$ cat src/drgs_pkg.sv
// ----------------------------------------------------------------------------
// drgs_pkg
// Shared types and constants of the depth to gray range scaler.
// ----------------------------------------------------------------------------
`default_nettype none

package drgs_pkg;

  localparam int unsigned SAMPLE_BITS_DEF = 16;
  localparam int unsigned GRAY_BITS       = 8;
  localparam int unsigned CFG_IDX_W       = 2;
  localparam int unsigned CFG_DATA_W      = 16;

  localparam logic [GRAY_BITS-1:0] GRAY_TOP = 8'd255;

  localparam logic OP_MEASURE = 1'b0;
  localparam logic OP_CONVERT = 1'b1;

  typedef enum logic [CFG_IDX_W-1:0] {
    REG_MIN_BORDER = 2'd0,
    REG_MAX_BORDER = 2'd1,
    REG_BACK_LEVEL = 2'd2
  } drgs_reg_t;

  // Status of the divider as seen by the sequencer.
  typedef struct packed {
    logic busy;
    logic done;
  } drgs_div_stat_t;

endpackage

`default_nettype wire

$ cat src/drgs_minmax.sv
// ----------------------------------------------------------------------------
// drgs_minmax
// Running minimum and maximum of the measured samples.
// ----------------------------------------------------------------------------
`default_nettype none

module drgs_minmax #(
  parameter int unsigned SAMPLE_BITS = drgs_pkg::SAMPLE_BITS_DEF
) (
  input  wire logic                   clk,
  input  wire logic                   rst_n,
  input  wire logic                   upd,
  input  wire logic                   first,
  input  wire logic [SAMPLE_BITS-1:0] sample,
  output logic      [SAMPLE_BITS-1:0] run_min,
  output logic      [SAMPLE_BITS-1:0] run_max
);
  import drgs_pkg::*;

  logic [SAMPLE_BITS-1:0] min_r, min_nxt;
  logic [SAMPLE_BITS-1:0] max_r, max_nxt;

  always_comb begin
    min_nxt = min_r;
    max_nxt = max_r;
    if (upd) begin
      if (first) begin
        min_nxt = sample;
        max_nxt = sample;
      end else begin
        if (sample < min_r) min_nxt = sample;
        if (sample > max_r) max_nxt = sample;
      end
    end
  end

  // An empty range (min all ones, max zero) makes a convert report an error.
  always_ff @(posedge clk) begin
    if (!rst_n) begin
      min_r <= '1;
      max_r <= '0;
    end else begin
      min_r <= min_nxt;
      max_r <= max_nxt;
    end
  end

  assign run_min = min_r;
  assign run_max = max_r;

endmodule

`default_nettype wire

$ cat src/drgs_div.sv
// ----------------------------------------------------------------------------
// drgs_div
// Restoring divider, one quotient bit per cycle, for 8-bit quotients.
// ----------------------------------------------------------------------------
`default_nettype none

module drgs_div #(
  parameter int unsigned SAMPLE_BITS = drgs_pkg::SAMPLE_BITS_DEF
) (
  input  wire logic                                clk,
  input  wire logic                                rst_n,
  input  wire logic                                start,
  input  wire logic [SAMPLE_BITS+drgs_pkg::GRAY_BITS-1:0] num,
  input  wire logic [SAMPLE_BITS:0]                den,
  output drgs_pkg::drgs_div_stat_t                 stat,
  output logic      [drgs_pkg::GRAY_BITS-1:0]      quot,
  output logic      [SAMPLE_BITS:0]                rem
);
  import drgs_pkg::*;

  localparam int unsigned CNT_W = $clog2(GRAY_BITS);
  localparam logic [CNT_W-1:0] CNT_LAST = CNT_W'(GRAY_BITS - 1);

  logic [SAMPLE_BITS:0]   rem_r, rem_nxt;
  logic [GRAY_BITS-1:0]   quot_r, quot_nxt;
  logic [SAMPLE_BITS:0]   den_r, den_nxt;
  logic [CNT_W-1:0]       cnt_r, cnt_nxt;
  logic                   busy_r, busy_nxt;
  logic                   done_r, done_nxt;
  logic [SAMPLE_BITS+1:0] trial;
  logic [SAMPLE_BITS+1:0] trial_sub;
  logic                   qbit;

  // The caller guarantees num < 256 * den, so the upper part of num is
  // already a valid partial remainder and eight steps finish the job.
  assign trial     = {rem_r, quot_r[GRAY_BITS-1]};
  assign trial_sub = trial - {1'b0, den_r};
  assign qbit      = (trial >= {1'b0, den_r});

  always_comb begin
    rem_nxt  = rem_r;
    quot_nxt = quot_r;
    den_nxt  = den_r;
    cnt_nxt  = cnt_r;
    busy_nxt = busy_r;
    done_nxt = 1'b0;
    if (start) begin
      rem_nxt  = {1'b0, num[SAMPLE_BITS+GRAY_BITS-1:GRAY_BITS]};
      quot_nxt = num[GRAY_BITS-1:0];
      den_nxt  = den;
      cnt_nxt  = '0;
      busy_nxt = 1'b1;
    end else if (busy_r) begin
      rem_nxt  = qbit ? trial_sub[SAMPLE_BITS:0] : trial[SAMPLE_BITS:0];
      quot_nxt = {quot_r[GRAY_BITS-2:0], qbit};
      cnt_nxt  = cnt_r + 1'b1;
      if (cnt_r == CNT_LAST) begin
        busy_nxt = 1'b0;
        done_nxt = 1'b1;
      end
    end
  end

  always_ff @(posedge clk) begin
    if (!rst_n) begin
      busy_r <= 1'b0;
      done_r <= 1'b0;
      cnt_r  <= '0;
    end else begin
      busy_r <= busy_nxt;
      done_r <= done_nxt;
      cnt_r  <= cnt_nxt;
    end
    rem_r  <= rem_nxt;
    quot_r <= quot_nxt;
    den_r  <= den_nxt;
  end

  assign stat.busy = busy_r;
  assign stat.done = done_r;
  assign quot      = quot_r;
  assign rem       = rem_r;

endmodule

`default_nettype wire

$ cat src/depth_to_gray_range_scaler_core.sv
// ----------------------------------------------------------------------------
// depth_to_gray_range_scaler_core
// Min/max contrast stretch of depth samples to 8-bit gray.
// ----------------------------------------------------------------------------
// A measure transaction (tuser bit 0 low) folds its sample into the running
// minimum and maximum and gives no result; tuser bit 1 restarts
// the range at that sample. A convert transaction maps the sample to
// back + (sample - lo) * (255 - back) / (hi - lo + 1), rounded to nearest
// with ties to even and clamped to 0..255, where lo and hi are the measured
// range when both borders are zero and the configured borders otherwise.
// A convert goes from acceptance through setup, two passes through the shared
// multiplier, a check and the eight steps of the restoring divider to the
// output register; skipping the divider, a bad range leaves after the first
// pass and a clamped result after the check. The input is not ready while a
// convert is in progress. The output register lets the next transaction be
// accepted while a result waits to be taken. cfg_ready is always high.
`default_nettype none

module depth_to_gray_range_scaler_core #(
  parameter int unsigned SAMPLE_BITS = drgs_pkg::SAMPLE_BITS_DEF
) (
  input  wire logic                              clk,
  input  wire logic                              rst_n,
  // in_tdata: sample
  input  wire logic [((SAMPLE_BITS+7)/8)*8-1:0]  in_tdata,
  // in_tuser: opcode (bit 0), first (bit 1)
  input  wire logic [1:0]                        in_tuser,
  input  wire logic                              in_tvalid,
  output logic                                   in_tready,
  // out_tdata: gray
  output logic      [drgs_pkg::GRAY_BITS-1:0]    out_tdata,
  // out_tuser: range_error
  output logic      [0:0]                        out_tuser,
  output logic                                   out_tvalid,
  input  wire logic                              out_tready,
  input  wire logic                              cfg_valid,
  output logic                                   cfg_ready,
  input  wire logic [drgs_pkg::CFG_IDX_W-1:0]    cfg_index,
  input  wire logic [drgs_pkg::CFG_DATA_W-1:0]   cfg_data
);
  import drgs_pkg::*;

  localparam int unsigned SW = SAMPLE_BITS;
  localparam int unsigned DW = SW + 2;   // signed range and offset
  localparam int unsigned MW = DW + 10;  // product of the shared multiplier
  localparam int unsigned NW = SW + 10;  // signed numerator

  typedef enum logic [2:0] {
    ST_IDLE,
    ST_SETUP,
    ST_MUL0,
    ST_MUL1,
    ST_CHECK,
    ST_DIV,
    ST_DONE
  } st_t;

  st_t                   state_r, state_nxt;
  logic [SW-1:0]         sample_r, sample_nxt;
  logic signed [DW-1:0]  den_r, den_nxt;
  logic signed [DW-1:0]  diff_r, diff_nxt;
  logic signed [NW-1:0]  num_r, num_nxt;
  logic [GRAY_BITS-1:0]  gray_r, gray_nxt;
  logic                  err_r, err_nxt;
  logic                  out_valid_r, out_valid_nxt;
  logic [GRAY_BITS-1:0]  out_gray_r, out_gray_nxt;
  logic                  out_err_r, out_err_nxt;

  logic [SW-1:0]         min_border_r, max_border_r;
  logic [GRAY_BITS-1:0]  back_r;

  logic                  in_acc;
  logic                  in_op;
  logic [SW-1:0]         in_sample;
  logic [SW-1:0]         run_min, run_max;
  logic [SW-1:0]         lo, hi;

  logic signed [DW-1:0]  mul_a;
  logic signed [9:0]     mul_b;
  logic signed [MW-1:0]  mul_p;

  logic                  div_start;
  drgs_div_stat_t        div_stat;
  logic [GRAY_BITS-1:0]  div_quot;
  logic [SW:0]           div_rem;
  logic [SW+1:0]         two_rem;
  logic                  rnd_up;
  logic [GRAY_BITS-1:0]  rnd_gray;

  assign in_tready = (state_r == ST_IDLE);
  assign in_acc    = in_tvalid && in_tready;
  assign in_op     = in_tuser[0];
  assign in_sample = in_tdata[SW-1:0];
  assign cfg_ready = 1'b1;

  // Configuration registers.
  always_ff @(posedge clk) begin
    if (!rst_n) begin
      min_border_r <= '0;
      max_border_r <= '0;
      back_r       <= '0;
    end else if (cfg_valid && cfg_ready) begin
      case (drgs_reg_t'(cfg_index))
        REG_MIN_BORDER: min_border_r <= SW'(cfg_data);
        REG_MAX_BORDER: max_border_r <= SW'(cfg_data);
        REG_BACK_LEVEL: back_r       <= cfg_data[GRAY_BITS-1:0];
        default: ;
      endcase
    end
  end

  drgs_minmax #(.SAMPLE_BITS(SW)) u_minmax (
    .clk     (clk),
    .rst_n   (rst_n),
    .upd     (in_acc && (in_op == OP_MEASURE)),
    .first   (in_tuser[1]),
    .sample  (in_sample),
    .run_min (run_min),
    .run_max (run_max)
  );

  always_comb begin
    if ((min_border_r == '0) && (max_border_r == '0)) begin
      lo = run_min;
      hi = run_max;
    end else begin
      lo = min_border_r;
      hi = max_border_r;
    end
  end

  // Shared multiplier: back * den first, then offset * (255 - back).
  always_comb begin
    if (state_r == ST_MUL0) begin
      mul_a = den_r;
      mul_b = $signed({2'b00, back_r});
    end else begin
      mul_a = diff_r;
      mul_b = $signed({2'b00, GRAY_TOP - back_r});
    end
  end
  assign mul_p = mul_a * mul_b;

  assign div_start = (state_r == ST_CHECK) && !num_r[NW-1] &&
                     (num_r[NW-2:0] < {den_r[SW:0], {GRAY_BITS{1'b0}}});

  drgs_div #(.SAMPLE_BITS(SW)) u_div (
    .clk   (clk),
    .rst_n (rst_n),
    .start (div_start),
    .num   (num_r[SW+GRAY_BITS-1:0]),
    .den   (den_r[SW:0]),
    .stat  (div_stat),
    .quot  (div_quot),
    .rem   (div_rem)
  );

  // Round to nearest, ties to even, and clamp at the top.
  assign two_rem  = {div_rem, 1'b0};
  assign rnd_up   = (two_rem > {1'b0, den_r[SW:0]}) ||
                    ((two_rem == {1'b0, den_r[SW:0]}) && div_quot[0]);
  assign rnd_gray = (rnd_up && (div_quot != GRAY_TOP)) ? div_quot + 1'b1 : div_quot;

  always_comb begin
    state_nxt     = state_r;
    sample_nxt    = sample_r;
    den_nxt       = den_r;
    diff_nxt      = diff_r;
    num_nxt       = num_r;
    gray_nxt      = gray_r;
    err_nxt       = err_r;
    out_valid_nxt = out_valid_r && !out_tready;
    out_gray_nxt  = out_gray_r;
    out_err_nxt   = out_err_r;
    case (state_r)
      ST_IDLE: begin
        if (in_acc && (in_op == OP_CONVERT)) begin
          sample_nxt = in_sample;
          state_nxt  = ST_SETUP;
        end
      end
      ST_SETUP: begin
        den_nxt   = $signed({2'b00, hi}) - $signed({2'b00, lo}) + DW'(1);
        diff_nxt  = $signed({2'b00, sample_r}) - $signed({2'b00, lo});
        state_nxt = ST_MUL0;
      end
      ST_MUL0: begin
        if (den_r[DW-1] || (den_r == '0)) begin
          gray_nxt  = '0;
          err_nxt   = 1'b1;
          state_nxt = ST_DONE;
        end else begin
          num_nxt   = $signed(mul_p[NW-1:0]);
          state_nxt = ST_MUL1;
        end
      end
      ST_MUL1: begin
        num_nxt   = num_r + $signed(mul_p[NW-1:0]);
        state_nxt = ST_CHECK;
      end
      ST_CHECK: begin
        err_nxt = 1'b0;
        if (num_r[NW-1]) begin
          gray_nxt  = '0;
          state_nxt = ST_DONE;
        end else if (!div_start) begin
          gray_nxt  = GRAY_TOP;
          state_nxt = ST_DONE;
        end else begin
          state_nxt = ST_DIV;
        end
      end
      ST_DIV: begin
        if (div_stat.done) begin
          gray_nxt  = rnd_gray;
          state_nxt = ST_DONE;
        end
      end
      ST_DONE: begin
        if (!out_valid_r || out_tready) begin
          out_valid_nxt = 1'b1;
          out_gray_nxt  = gray_r;
          out_err_nxt   = err_r;
          state_nxt     = ST_IDLE;
        end
      end
      default: state_nxt = ST_IDLE;
    endcase
  end

  always_ff @(posedge clk) begin
    if (!rst_n) begin
      state_r     <= ST_IDLE;
      out_valid_r <= 1'b0;
    end else begin
      state_r     <= state_nxt;
      out_valid_r <= out_valid_nxt;
    end
    sample_r   <= sample_nxt;
    den_r      <= den_nxt;
    diff_r     <= diff_nxt;
    num_r      <= num_nxt;
    gray_r     <= gray_nxt;
    err_r      <= err_nxt;
    out_gray_r <= out_gray_nxt;
    out_err_r  <= out_err_nxt;
  end

  assign out_tvalid   = out_valid_r;
  assign out_tdata    = out_gray_r;
  assign out_tuser[0] = out_err_r;

endmodule

`default_nettype wire

$ cat config.mk
export PLATFORM = sky130hd
export DESIGN_NAME = depth_to_gray_range_scaler_core
export DESIGN_NICKNAME = d
export VERILOG_FILES = /design/src/drgs_pkg.sv /design/src/drgs_minmax.sv /design/src/drgs_div.sv /design/src/depth_to_gray_range_scaler_core.sv
export SDC_FILE = /design/constraint.sdc
export NUM_CORES = 1
export LEC_CHECK = 0
export ABC_AREA = 1
export BUFFER_PORTS_ARGS = -buffer_cell sky130_fd_sc_hd__buf_2
export CORE_ASPECT_RATIO = 1.2
export CORE_MARGIN = 1
export CORE_UTILIZATION = 25
export DETAILED_ROUTE_END_ITERATION = 8
export GPL_ROUTABILITY_DRIVEN = 0
export HOLD_SLACK_MARGIN = 0.05
export PLACE_DENSITY_LB_ADDON = 0.15
export SLEW_MARGIN = 15
export SYNTH_ARGS = -nofsm -noshare
export SYNTH_HDL_FRONTEND = slang
export SYNTH_SLANG_ARGS = --single-unit
$ cat constraint.sdc
create_clock -name clk -period 7.05 [get_ports clk]
set_clock_uncertainty 0.15 [all_clocks]
set_input_delay 0.3525 -clock clk [delete_from_list [all_inputs] [get_ports clk]]
set_output_delay 0.3525 -clock clk [all_outputs]
set_load 0.01 [all_outputs]
# == Word-level counts from Yosys, hierarchy flattened ==
# Index checks and enable logic that the tools add are counted.
# word_totals
out_inout_bits,12
elab_cells,131
reg_bits,219
# op_classes
magnitude_cmp,5
n_eq_ne,17
bitwise,3
mux,36
addsub,8
n_reduce_logical,39
n_mul,1
# ops
cell,count
$mux W16,8
$mux W8,8
$pmux W26 S2,1
$sub A16 B16 Y17,2
$logic_not A16 Y1,2
$add A26 B26 Y26,1
$mul A18 B9 Y26,1
$mux W26,1
$lt A25 B25 Y1,1
$pmux W8 S3,1
$pmux W3 S7,1
$add A17 B2 Y18 const B,1
$eq A18 B17 Y1,1
$ge A18 B17 Y1,1
$gt A18 B17 Y1,1
$logic_not A18 Y1,1
$mux W18,1
$reduce_and A2 Y1,9
$mux W17,1
$sub A17 B17 Y17,1
$gt A16 B16 Y1,1
$lt A16 B16 Y1,1
$eq A3 B3 Y1 const B,4
$mux W3,4
other kinds (26),55

# == Depth between registers and ports, before layout ==
# depth
ltp_word,7
ltp_mapped,41
ltp_nobuf,40

# == Modules after synthesis ==
# From an unflattened synthesis, not the netlist that was laid out.
# hier_totals
hier_cells,2868
hier_area_um2,21140.3
# by_module_without_submodules
module,instances,area_per_inst_um2,cells_each
depth_to_gray_range_scaler_core,1,15732.6,2134
drgs_div,1,3269.4,422
drgs_minmax,1,2138.3,312

# == Worst setup path before layout ==
# OpenSTA, ideal clock, no wires.
# synth_path
kind,register to register
start,register state_r[2]
end,register num_r[19] (data pin)
required_ns,6.647
arrival_time_ns,6.207
slack_ns,0.440
stages_incl_launch_ff,32
synth_period_minus_slack_ns,6.610
cell_sequence,dfxtp_1 > buf_4 > nor3_4 > xor2_1 > inv_1 > clkbuf_1 > nand2_1 > fa_1 > inv_1 > fa_1 > inv_1 > fa_1 > fa_1 > inv_1 > ha_1 > a21oi_1 > nand2_1 > a21boi_0 > inv_1 > nand2_1 > nand2_1 > a21oi_1 > nand2_1 > and2_1 > ha_1 > a21oi_1 > o21ai_0 > a21oi_1 > nand3_1 > or2_2 > nand3_1 > nand2_1
# synth_via
elab_chain_cells,5
elab_cells_between_ends,8
classes_between,add/sub: 1; mul: 1; eq/ne: 2; mux: 4
# synth_rtl
element,line_no,source
"start, declared",depth_to_gray_range_scaler_core.sv:58,"st_t state_r, state_nxt;"
"start signal, assigned",depth_to_gray_range_scaler_core.sv:236,state_r <= state_nxt;
$eq A3 B2 Y1,"depth_to_gray_range_scaler_core.sv:134, depth_to_gray_range_scaler_core.sv:175",
$mux W18 or $mux W8 (tied branches),depth_to_gray_range_scaler_core.sv:134,if (state_r == ST_MUL0) begin
$mul A18 B9 Y26,depth_to_gray_range_scaler_core.sv:142,assign mul_p = mul_a * mul_b;
$add A26 B26 Y26 or $mux W26 (tied branches),"depth_to_gray_range_scaler_core.sv:198, depth_to_gray_range_scaler_core.sv:188",
$pmux W26 S2 *,depth_to_gray_range_scaler_core.sv:175,case (state_r)
net num_nxt[19],depth_to_gray_range_scaler_core.sv:62,"logic signed [NW-1:0] num_r, num_nxt;"
"end signal, assigned",depth_to_gray_range_scaler_core.sv:242,num_r <= num_nxt;
"end, declared",depth_to_gray_range_scaler_core.sv:62,
# The timed path passes the listed nets; every way through them passes the cells marked *. The select of a mux whose other input is x is not followed.
# A chain may end at the register's enable or synchronous reset.

# == Worst setup path in the final report ==
# layout_path
start,register state_r[0]
end,register num_r[25] (data pin)
# The elaborated chain is that of the path after synthesis.

==> results.txt <==
Status: finished clean
CP startpoint: state_r[0]
Reg2Reg Depth: 34
Clock buffer depth: 3
Initial Utilization: 0.252
Finished Layout Cells: 3,970
Worst Slack Setup Final: 301 ps
Initial antenna violation count: 0
Async set-reset flop share out of synthesis: 0
Min-delay src: rst_n
CTS tree: built
Synth top area cells: edfxtp_1, ha_1, nand2_1
First-pass GRT wire length: 103,000 µm
Final setup fails: 0
Worst hold slack: 208 ps
Placed instance area: 22,500 µm²
Sequential area share after synthesis: 0.282
EDFF count, synth: 136
Post-DR wirelength/cell: 16.7 µm
Arrival @ worst endpoint: 6910 ps
Dpl cells: 3,862
DR iter-0 viols: 930
Final WL: 66,100 µm
Reg-to-reg critical path startpoint: state_r[0]
Die height: 314 µm
FMAX: 148 MHz
Max Cap Viol: 0
Critical Path Max Stage Delay: 550 ps
Commonest cells in the netlist: nand2_1, inv_1, nor2_1
P&R area growth vs syn: 21.5%
WHS Path Cells: 3
Crit end category: register
Core area: 80,400 µm²
Vias in the first global route: 18,400
Worst hold path class: input pin to register
Top delay family on crit path: adder cells
DR vias: 17,900
GR Overflow Total: 0
Post-layout min period: 6750 ps
PortBufs: 51
Period utilisation layout: 0.957
Seq cells post-synth: 218
Die Wd: 262 µm
Kind of critical path: register to register
Syn Area/Cell: 7.49 µm²
Layout cells sized above 1: 0.130
Final ANT Viol Nets: 0
Startpoint types: register
DRC: 0
Clock Tree Root: clkbuf_16
Worst-path clk slew: 60 ps
Crit path buf inv count: 8
YS warnings: 0
WP data required: 7210 ps
Cell taking the most area after synthesis: edfxtp_1
Post-Syn Area: 20,300 µm²
I/O Pins: 53
Relative slew slack: 0.255
Num CTS Buffers: 28
Final HPWL DP: 54,300 µm
Crit-path slowest cell: fa_1
Cells after synthesis: 2,706
RSZ-0062 raised after global routing: true
Netlist cell types: 47
Synth Net Count: 3,059
Synth Flop Type: edfxtp_1
Actual slew at the worst max-slew pin: 1110 ps
Post-route cell area: 24,600 µm²
DIE AREA: 82,300 µm²
CTS sink count: 218
Initial DRT Pass Iterations: 5
Top cell type's share of synthesized area: 0.201
Crit-path max FO: 8
Critical path's most frequent cell: nand2_1
Worst slack at placement: -112 ps
Most frequent cell after synthesis: nand2_1
Final #Nets: 3,257
Pin count of the biggest net entering global routing: 59
Worst skew pair latency: 610 ps
H-tree Lvls: 1
GRT Total Usage: 0.161
Num rows: 114
Endpoints failing hold: 0
Levels on crit path: 34
N_diodes: 0
DR vias/cell: 4.52
Final slew viol count: 0
## final timing paths
kind                            slack, ps              endpoint
worst max-delay path                  300             num_r[25]
worst min register to register        270          out_tdata[6]
worst max register to register        300             num_r[25]
worst min-delay path                  210  u_minmax.run_min[13]
## stage by stage
step	utilization	setup TNS [ps]
final	0.306	0
after global routing	0.306	-131
after CTS	0.298	-32.5
after detailed placement	0.280	-136
after global placement	0.280	-92.1
after floorplan	-	0
## worst register-to-register path, delay by kind of cell, from the launching register on
kind / cells / cell delay (ps)
compound gates: 3 / 460
xor+xnor: 1 / 170
fa+ha+maj: 6 / 2490
buf+inv: 8 / 910
flops: 1 / 330
simple gates: 16 / 1960
## logic make-up (layout without fill, tap and decap cells)
group	Yosys count	after routing	share of synthesized area
and+or+nand+nor	1218	1218	0.252
buffers and inverters	513	733	0.0976
other	1	1	0.000185
xor gates and xnor gates	79	79	0.0345
AOI/OAI and AO/OA	365	365	0.0975
adders and majority gates	312	312	0.235
DFF	218	218	0.282
## state kept, by name (all words and copies together), names as in the netlist
register          flops
back_r                8
u_div.den_r          17
u_div.busy_r          1
out_tdata             8
out_tuser             1
den_r                18
u_minmax.run_min     16
u_div.done_r          1
num_r                26
out_tvalid            1
err_r                 1
u_div.rem            17
sample_r             16
u_div.cnt_r           3
diff_r               17
state_r               3
u_div.quot            8
min_border_r         16
gray_r                8
u_minmax.run_max     16
max_border_r         16
## placed cells by master (no fill, tap or decap), types with 7 or more instances in the layout
cell	netlist	routed
xor2_1	48	39
nand2_1	647	635
ha_4	0	19
nand2_2	1	13
or2_2	10	10
o21ai_0	126	117
fa_1	116	115
inv_2	3	10
nand4_1	43	43
buf_4	6	124
xnor2_1	30	30
a21o_1	9	9
nor2_1	290	275
inv_1	458	448
o21ai_1	5	11
buf_2	19	51
dlygate4sd3_1	0	33
o21ai_2	8	7
clkbuf_16	0	28
edfxtp_1	136	136
nand3b_1	8	8
ha_1	196	175
and2_1	8	7
a21oi_1	177	157
o21a_1	10	10
nor2_2	3	11
nor2_4	1	8
o21bai_1	9	8
dfxtp_1	82	81
nor3_1	17	15
nand3_1	163	160
a21oi_2	0	20
nor4_1	12	11
## repair_timing
action | 4_1_cts | 5_1_grt
endpoints found under the hold margin | 90 | 0
hold buffers | 33 | 0
resized for setup | 41 | 113
buffers inserted | 9 | 14
cloned | 0 | 0
pin swaps | 5 | 35
setup endpoints to repair | 8 | 15
## per-layer routing
metal	vias up	track usage	wire (µm)
met5	-	0	0
met4	0	0.0558	2130
met3	90	0.0154	1790
met2	260	0.301	34000
met1	8486	0.189	28100
li1	9108	-	-
## layout make-up
type                    count  area [µm²]
clock buffers              36         778
clock inverters            16         156
fillers                  8762       55800
inverters                 461        1740
multi-input cells        1975       13200
flip-flops and latches    218        5730
well taps                1044        1310
repair buffers            220        1700
Power is left out: the tool's default activity adds up to more than one toggle a clock period on the data nets, which glitch-free logic cannot reach.
